==> src/rtl/scrolling_text_marquee_defines.svh <==
// Assertion macros for the scrolling text marquee.
// Taken in by the top level; expects a clock named clk and a reset named rst.
`ifndef SCROLLING_TEXT_MARQUEE_DEFINES_SVH
`define SCROLLING_TEXT_MARQUEE_DEFINES_SVH

// checked only outside reset
`define STM_ASSERT(name, prop, msg) \
  name: assert property (@(posedge clk) disable iff (rst) prop) else $error(msg);

// checked on every edge, reset included
`define STM_ASSERT_ALWAYS(name, prop, msg) \
  name: assert property (@(posedge clk) prop) else $error(msg);

`endif

==> src/rtl/stm_pkg.sv <==
// Shared types, constants and the 5x7 column font of the scrolling text marquee.
// No dependencies; used by stm_ctrl, stm_dpath and scrolling_text_marquee.
package stm_pkg;

  localparam int ROWS        = 7;
  localparam int ROW_BITS    = 12;
  localparam int GLYPH_COLS  = 5;
  localparam int FONT_DEPTH  = 59;
  localparam logic [7:0] GLYPH_FIRST = 8'd32;
  localparam logic [7:0] GLYPH_LAST  = 8'd90;
  localparam logic [7:0] LOWER_A     = 8'd97;
  localparam logic [7:0] LOWER_Z     = 8'd122;
  localparam logic [7:0] CASE_OFFSET = 8'd32;

  typedef enum logic [3:0] {
    S_IDLE  = 4'b0001,
    S_CLEAR = 4'b0010,
    S_PUSH  = 4'b0100,
    S_TAIL  = 4'b1000
  } state_t;

  typedef enum logic [1:0] {
    OP_CLEAR = 2'd0,
    OP_GLYPH = 2'd1,
    OP_BLANK = 2'd2
  } op_t;

  typedef struct packed {
    logic       load_char;
    logic       step;
    op_t        op;
    logic [2:0] col;
    logic       last_frame;
  } cmd_t;

  typedef struct packed {
    logic slot_free;
  } sts_t;

  // columns 0..4 packed left to right, one byte each
  localparam logic [39:0] FONT [FONT_DEPTH] = '{
    40'h0000000000, 40'h00005F0000, 40'h0007000700, 40'h147F147F14,
    40'h242A7F2A12, 40'h2313086462, 40'h3649552250, 40'h0005030000,
    40'h001C224100, 40'h0041221C00, 40'h14083E0814, 40'h08083E0808,
    40'h0050300000, 40'h0808080808, 40'h0060600000, 40'h2010080402,
    40'h3E5149453E, 40'h00427F4000, 40'h4261514946, 40'h2141454B31,
    40'h1814127F10, 40'h2745454539, 40'h3C4A494930, 40'h0171090503,
    40'h3649494936, 40'h064949291E, 40'h3636000000, 40'h5636000000,
    40'h0814224100, 40'h2424242424, 40'h0041221408, 40'h0201510906,
    40'h324979413E, 40'h7E1111117E, 40'h7F49494936, 40'h3E41414122,
    40'h7F4141221C, 40'h7F49494941, 40'h7F09090901, 40'h3E4149497A,
    40'h7F0808087F, 40'h00417F4100, 40'h2040413F01, 40'h7F08142241,
    40'h7F40404040, 40'h7F020C027F, 40'h7F0408107F, 40'h3E4141413E,
    40'h7F09090906, 40'h3E4151215E, 40'h7F09192946, 40'h4649494931,
    40'h01017F0101, 40'h3F4040403F, 40'h1F2040201F, 40'h3F4038403F,
    40'h6314081463, 40'h0708700807, 40'h6151494543
  };

  // pixel column for an upper-cased code; blank outside the font range
  function automatic logic [6:0] glyph_column(logic [7:0] code, logic [2:0] col);
    logic [39:0] entry;
    logic [6:0]  bits;
    entry = '0;
    bits  = '0;
    if (code >= GLYPH_FIRST && code <= GLYPH_LAST) begin
      entry = FONT[6'(code - GLYPH_FIRST)];
    end
    case (col)
      3'd0:    bits = entry[38:32];
      3'd1:    bits = entry[30:24];
      3'd2:    bits = entry[22:16];
      3'd3:    bits = entry[14:8];
      3'd4:    bits = entry[6:0];
      default: bits = '0;
    endcase
    return bits;
  endfunction

endpackage

==> src/rtl/scrolling_text_marquee.sv <==
// Scrolling text marquee for a 7-row LED matrix DISPLAY_COLUMNS wide.
// Input channel (in_valid/in_ready): one word per character, with message_end
// marking the last one. Lower case folds to upper; codes outside 32..90 are blank.
// Output channel (out_valid/out_ready): one frame word per column shift, seven
// 12-bit rows (bit 11 leftmost) plus frame_final on the last frame of a message.
// A character gives 6 frames, the first of a message one blank frame more, and
// the last of a message DISPLAY_COLUMNS-1 trailing blank frames.
// The window register gives one frame per cycle while the receiver takes them;
// in_ready is high only while the sequencer is idle, and the next character
// is taken while the last frame waits.
// A stalled receiver holds the frame register and the sequencer waits on it.
// Reset (rst, synchronous) clears the window, ends any message and empties
// the frame register.
// Depends on stm_pkg, stm_ctrl, stm_dpath and scrolling_text_marquee_defines.svh.
`include "scrolling_text_marquee_defines.svh"

module scrolling_text_marquee import stm_pkg::*; #(
  parameter int DISPLAY_COLUMNS = 12
) (
  input  logic                clk,
  input  logic                rst,
  input  logic                in_valid,
  output logic                in_ready,
  input  logic [7:0]          character,
  input  logic                message_end,
  output logic                out_valid,
  input  logic                out_ready,
  output logic [ROW_BITS-1:0] row_one,
  output logic [ROW_BITS-1:0] row_two,
  output logic [ROW_BITS-1:0] row_three,
  output logic [ROW_BITS-1:0] row_four,
  output logic [ROW_BITS-1:0] row_five,
  output logic [ROW_BITS-1:0] row_six,
  output logic [ROW_BITS-1:0] row_seven,
  output logic                frame_final
);

  cmd_t                cmd;
  sts_t                sts;
  logic [ROW_BITS-1:0] rows [ROWS];

  stm_ctrl #(
    .DISPLAY_COLUMNS(DISPLAY_COLUMNS)
  ) u_ctrl (
    .clk        (clk),
    .rst        (rst),
    .in_valid   (in_valid),
    .in_ready   (in_ready),
    .message_end(message_end),
    .sts        (sts),
    .cmd        (cmd)
  );

  stm_dpath #(
    .DISPLAY_COLUMNS(DISPLAY_COLUMNS)
  ) u_dpath (
    .clk        (clk),
    .rst        (rst),
    .character  (character),
    .cmd        (cmd),
    .sts        (sts),
    .out_ready  (out_ready),
    .out_valid  (out_valid),
    .rows       (rows),
    .frame_final(frame_final)
  );

  assign row_one   = rows[0];
  assign row_two   = rows[1];
  assign row_three = rows[2];
  assign row_four  = rows[3];
  assign row_five  = rows[4];
  assign row_six   = rows[5];
  assign row_seven = rows[6];

  `STM_ASSERT(a_busy_after_accept, (in_valid && in_ready) |=> !in_ready, "took a word while busy")
  `STM_ASSERT(a_no_step_idle, in_ready |-> !cmd.step, "frame produced while idle")
  `STM_ASSERT(a_no_overwrite, (out_valid && !out_ready) |-> !cmd.step, "pending frame overwritten")
  `STM_ASSERT_ALWAYS(a_empty_after_rst, rst |=> !out_valid, "frame valid after reset")

endmodule

==> src/rtl/stm_ctrl.sv <==
// Sequencer of the marquee: takes characters and steps the window one column per frame.
// Depends on stm_pkg; drives stm_dpath through cmd_t and reads sts_t back.
module stm_ctrl import stm_pkg::*; #(
  parameter int DISPLAY_COLUMNS = 12
) (
  input  logic clk,
  input  logic rst,
  input  logic in_valid,
  output logic in_ready,
  input  logic message_end,
  input  sts_t sts,
  output cmd_t cmd
);

  localparam int CNT_W = $clog2(DISPLAY_COLUMNS);
  localparam logic [CNT_W-1:0] GAP_COL  = CNT_W'(GLYPH_COLS);
  localparam logic [CNT_W-1:0] TAIL_END = CNT_W'(DISPLAY_COLUMNS - 2);

  state_t           state, state_next;
  logic [CNT_W-1:0] cnt, cnt_next;
  logic             last, last_next;
  logic             in_message, in_message_next;

  always_ff @(posedge clk) begin
    if (rst) begin
      state      <= S_IDLE;
      cnt        <= '0;
      last       <= 1'b0;
      in_message <= 1'b0;
    end else begin
      state      <= state_next;
      cnt        <= cnt_next;
      last       <= last_next;
      in_message <= in_message_next;
    end
  end

  always_comb begin
    state_next      = state;
    cnt_next        = cnt;
    last_next       = last;
    in_message_next = in_message;
    in_ready        = (state == S_IDLE);
    cmd             = '0;
    cmd.op          = OP_BLANK;
    cmd.col         = cnt[2:0];
    case (state)
      S_IDLE: begin
        if (in_valid) begin
          cmd.load_char = 1'b1;
          last_next     = message_end;
          cnt_next      = '0;
          state_next    = in_message ? S_PUSH : S_CLEAR;
        end
      end
      S_CLEAR: begin
        if (sts.slot_free) begin
          cmd.step        = 1'b1;
          cmd.op          = OP_CLEAR;
          in_message_next = 1'b1;
          state_next      = S_PUSH;
        end
      end
      S_PUSH: begin
        if (sts.slot_free) begin
          cmd.step = 1'b1;
          if (cnt == GAP_COL) begin
            cmd.op     = OP_BLANK;
            cnt_next   = '0;
            state_next = last ? S_TAIL : S_IDLE;
          end else begin
            cmd.op   = OP_GLYPH;
            cnt_next = cnt + 1'b1;
          end
        end
      end
      S_TAIL: begin
        if (sts.slot_free) begin
          cmd.step = 1'b1;
          cmd.op   = OP_BLANK;
          if (cnt == TAIL_END) begin
            cmd.last_frame  = 1'b1;
            in_message_next = 1'b0;
            cnt_next        = '0;
            state_next      = S_IDLE;
          end else begin
            cnt_next = cnt + 1'b1;
          end
        end
      end
      default: begin
        state_next = S_IDLE;
      end
    endcase
  end

endmodule

==> src/rtl/stm_dpath.sv <==
// Datapath of the marquee: character register, font lookup, pixel window, frame register.
// Depends on stm_pkg; commanded by stm_ctrl.
module stm_dpath import stm_pkg::*; #(
  parameter int DISPLAY_COLUMNS = 12
) (
  input  logic                clk,
  input  logic                rst,
  input  logic [7:0]          character,
  input  cmd_t                cmd,
  output sts_t                sts,
  input  logic                out_ready,
  output logic                out_valid,
  output logic [ROW_BITS-1:0] rows [ROWS],
  output logic                frame_final
);

  localparam int SHOW = (DISPLAY_COLUMNS < ROW_BITS) ? DISPLAY_COLUMNS : ROW_BITS;

  logic [7:0]                 code;
  logic [7:0]                 code_next;
  logic [6:0]                 column;
  logic [DISPLAY_COLUMNS-1:0] win      [ROWS];
  logic [DISPLAY_COLUMNS-1:0] win_next [ROWS];

  always_comb begin
    code_next = character;
    if (character inside {[LOWER_A:LOWER_Z]}) begin
      code_next = character - CASE_OFFSET;
    end
  end

  always_comb begin
    column = '0;
    if (cmd.op == OP_GLYPH) begin
      column = glyph_column(code, cmd.col);
    end
  end

  always_comb begin
    for (int r = 0; r < ROWS; r++) begin
      if (cmd.op == OP_CLEAR) begin
        win_next[r] = '0;
      end else begin
        win_next[r] = {win[r][DISPLAY_COLUMNS-2:0], column[r]};
      end
    end
  end

  assign sts.slot_free = !out_valid || out_ready;

  always_ff @(posedge clk) begin
    if (cmd.load_char) begin
      code <= code_next;
    end
  end

  always_ff @(posedge clk) begin
    if (rst) begin
      for (int r = 0; r < ROWS; r++) begin
        win[r] <= '0;
      end
    end else if (cmd.step) begin
      for (int r = 0; r < ROWS; r++) begin
        win[r] <= win_next[r];
      end
    end
  end

  // frame register: new window shown in the same edge it is stored
  always_ff @(posedge clk) begin
    if (rst) begin
      out_valid <= 1'b0;
    end else if (cmd.step) begin
      out_valid <= 1'b1;
    end else if (out_ready) begin
      out_valid <= 1'b0;
    end
  end

  always_ff @(posedge clk) begin
    if (cmd.step) begin
      for (int r = 0; r < ROWS; r++) begin
        rows[r] <= ROW_BITS'(win_next[r][SHOW-1:0]);
      end
      frame_final <= cmd.last_frame;
    end
  end

endmodule

==> config.mk <==
export PLATFORM = sky130hd
export DESIGN_NAME = scrolling_text_marquee
export DESIGN_NICKNAME = d
export VERILOG_FILES = /design/src/rtl/stm_pkg.sv /design/src/rtl/scrolling_text_marquee.sv /design/src/rtl/stm_ctrl.sv /design/src/rtl/stm_dpath.sv
export VERILOG_INCLUDE_DIRS = /design/src /design/src/rtl
export SDC_FILE = /design/constraint.sdc
export NUM_CORES = 1
export LEC_CHECK = 0
export ABC_AREA = 0
export BUFFER_PORTS_ARGS = -buffer_cell sky130_fd_sc_hd__buf_2
export CORE_MARGIN = 10
export CORE_UTILIZATION = 55
export CTS_CLUSTER_SIZE = 12
export DETAILED_ROUTE_END_ITERATION = 10
export PLACE_DENSITY = 0.74
export SETUP_SLACK_MARGIN = 0.1
export SYNTH_ARGS = -nofsm -noshare
export SYNTH_HDL_FRONTEND = slang
export SYNTH_SLANG_ARGS = --single-unit
==> constraint.sdc <==
create_clock -name clk -period 3.77 [get_ports clk]
set_input_delay 0.377 -clock clk [delete_from_list [all_inputs] [get_ports clk]]
set_output_delay 0.377 -clock clk [all_outputs]
set_load 0.05 [all_outputs]
==> qor.yml <==
outcome:
  outcome: "complete, no violations"
timing:
  worst_pin_slew_ns: 1.096
  min_period_ns: 2.972
  slew_headroom_pct: 26.95
  hold_viol: 0
  finalCritPeriodShare_pct: 78.82
  fmax_ghz: 0.3365
  skew_ns: 0.01601
  setup_viol: 0
  rsz0062_at_grt: "no"
  final.setup.tns_ns: 0
  drv_slew: 0
clock_network:
  clock_sinks: 181
  clk_latency_ns: 0.43
  cts_tree: "yes"
  h-tree-depth: 4
  holdBufCountCts: 0
  cts_resized: 0
  root_buffer: "clkbuf_16"
  ctsLongestPathBuffers: 2
  post_cts_buffers: 0
  cts_buffers: 17
  clk_pin_slew_ns: 0.08
critical_path:
  cp_slowest_cell: "edfxtp_1"
  cp.required_ns: 3.96
  cp.buffers_inverters: 1
  cp_slowest_stage_delay_ns: 0.68
  reg2reg_depth: 6
  r2r-start: "u_dpath.code[4]"
  r2r_slack_ns: 0.80
  cp.arrival_ns: 3.16
  r2r-end: "u_dpath.rows[0]"
  critPathTopFamily: "simple AND/OR/NAND/NOR gates"
  worst-path-max-fanout: 18
  path_cells: "buf_4, nor2_1, o21ai_0, a32o_1, or4_1, nor2b_1"
  endpoint_kind: "register"
  worstSetupStartpointType: "register"
  crit_type: "reg2reg"
synth:
  synth-adder-area-share_pct: 2.041
  async_reset_ff_share_pct: 0
  ys_seq_area_share_pct: 54.28
  synth_edf_count: 170
  yosys.area.top_type_share_pct: 52.03
  synth_compound_area_share_pct: 15.14
  synth-main-ff-cell: "edfxtp_1"
  yosysWarnings: 0
  muxShareOfSynthArea_pct: 1.798
  synth.distinct_cells: 77
  synth_area_leaders: "edfxtp_1 (52%), nor2b_1 (7.1%), and2_1 (4.3%)"
  synthCells: 910
  synth.avg_cell_area_um2: 10.78
  ys_seq_elements: 181
  yosys.area_share.simple_pct: 22.18
  synth_top_family_by_area: "simple AND/OR/NAND/NOR gates"
  yosys.area.top_type: "edfxtp_1"
  synth_xor_area_share_pct: 0.08927
  syn_nets: 939
  mappedNetlistArea_um2: 9811
layout:
  layoutNonFillerInstCount: 1237
  final_cell_mix: "edfxtp_1 (170), nor2b_1 (111), buf_2 (99), and2_1 (67), a21oi_1 (55)"
  diodes: 0
  nNetsFinal: 1028
  area_growth_pct: 14.96
  drive_gt1_share_pct: 20.36
  final_common_cell: "edfxtp_1"
worst_hold_path:
  worst_hold_startpoint: "character[4]"
  hp-class: "in2reg"
  hold_depth: 1
  whs_endpoint: "u_dpath.code[4]"
pwr:
  ir_drop_v: 0.0005851
  total_leakage_power_nw: 4.285
  power.density_nw_per_um2: 651.4
route:
  vias: 7828
  totalWireLength_um: 27840
  drc: 0
  ant_nets: 0
  routed_via_density: 6.328
  drtIter0Drc: 840
  post_drt_wl_per_cell_um: 22.51
  dr.pass1.iters: 5
placement:
  placedCellCount: 1205
  portBuffers: 99
  dp_hpwl_um: 19240
  gp_congestion: 1.098
global_route:
  grtUsageTotal_pct: 22.53
  grt_pass1_wl_um: 42530
  grt-ovfl-total: 0
  grt_max_degree: 84
  grt_pass1_vias: 7377
  grt_antenna_before_repair: 0
floorplanning:
  core_um2: 17420
  start_util_pct: 56.33
  die_w_um: 153.6
  num_rows: 48
  die_y_um: 153.6
  io_pins: 100
  die_area_um2: 23580
run:
  max_cap_violations: 0
-- through the flow --
| stage | total power [mW] | area [um2] | hold WS [ns] | setup slack [ns] | utilization [%] |
|---|---|---|---|---|---|
| 3_5_place_dp | 5.513 | 10650 | 0.4998 | 0.9215 | 61.17 |
| 4_1_cts | 7.320 | 11280 | 0.1299 | 0.9095 | 64.76 |
| 6_report | 7.346 | 11280 | 0.1421 | 0.7984 | 64.76 |
| 5_1_grt | 7.651 | 11280 | 0.1306 | 0.7604 | 64.76 |
| 3_3_place_gp | 5.540 | 10650 | 0.4861 | 0.9620 | 61.17 |
| 2_1_floorplan | 4.719 | 9811 | 0.4635 | 0.5353 | - |
-- synth_stat cells, types with 16 or more instances --
master / instances
edfxtp_1: 170
ha_1: 16
o21ai_0: 45
buf_2: 22
clkbuf_1: 41
nand2b_1: 28
nor2_1: 54
a21oi_1: 55
nor2b_1: 111
nand2_1: 42
and2_1: 67
inv_1: 16
-- cells by family (layout without fill, tap and decap cells) --
logic type                 after synthesis  in the layout
and+or+nand+nor                        380            380
AOI/OAI and AO/OA                      222            222
DFF                                    181            181
buffers and inverters                   94            196
adders and majority gates               16             16
muxes                                   16             16
xor gates and xnor gates                 1              1
-- registers in the layout, indices dropped and copies added, names as in the netlist --
signal               cells
u_ctrl.cnt               4
u_ctrl.in_message        1
u_ctrl.last              1
u_ctrl.state             4
u_dpath.code             8
u_dpath.frame_final      1
u_dpath.out_valid        1
u_dpath.rows            84
u_dpath.win             77
-- layer usage --
layer	vias up	share of wire (%)	GRT usage [%]
li1	3533	-	-
met1	3703	40	29.34
met2	503	45	34.62
met3	89	9.8	6.053
met4	0	4.5	9.897
met5	-	0	0
-- how the worst max path moves through the flow --
stage,slack [ns],from,cells after the start,endpoint
floorplan,0.54,u_ctrl.state[2],5,u_dpath.win[0][0]
global placement,0.96,u_dpath.code[0],8,u_dpath.rows[0]
detailed placement,0.92,u_dpath.code[4],6,u_dpath.rows[0]
CTS,0.91,u_dpath.code[4],6,u_dpath.rows[0]
global route,0.76,u_dpath.code[0],8,u_dpath.rows[0]
finish,0.80,u_dpath.code[4],6,u_dpath.rows[0]
-- area by class of cell --
| type | count | area [um2] |
|---|---|---|
| Fill cell | 1368 | 6138 |
| Sequential cell | 181 | 5325 |
| Clock inverter | 15 | 198.9 |
| Inverter | 18 | 68.82 |
| Multi-Input combinational cell | 635 | 4068 |
| Timing Repair Buffer | 146 | 910.9 |
| Tap cell | 225 | 281.5 |
| Clock buffer | 17 | 425.4 |
-- worst reg2reg max path, delay by kind of cell (launching register included) --
kind	cells	cell delay [ns]
AO/OA/AOI/OAI	2	0.46
buffers and inverters	1	0.33
flip-flops	1	0.68
AND/OR/NAND/NOR	3	1.26
-- power breakdown --
group	switching, mW	internal [mW]	total [mW]
Combinational	1.97	0.820	2.79
Sequential	0.120	2.63	2.75
Clock	0.893	0.915	1.81
Total	2.98	4.37	7.35
(Power assumes the default switching activity.)
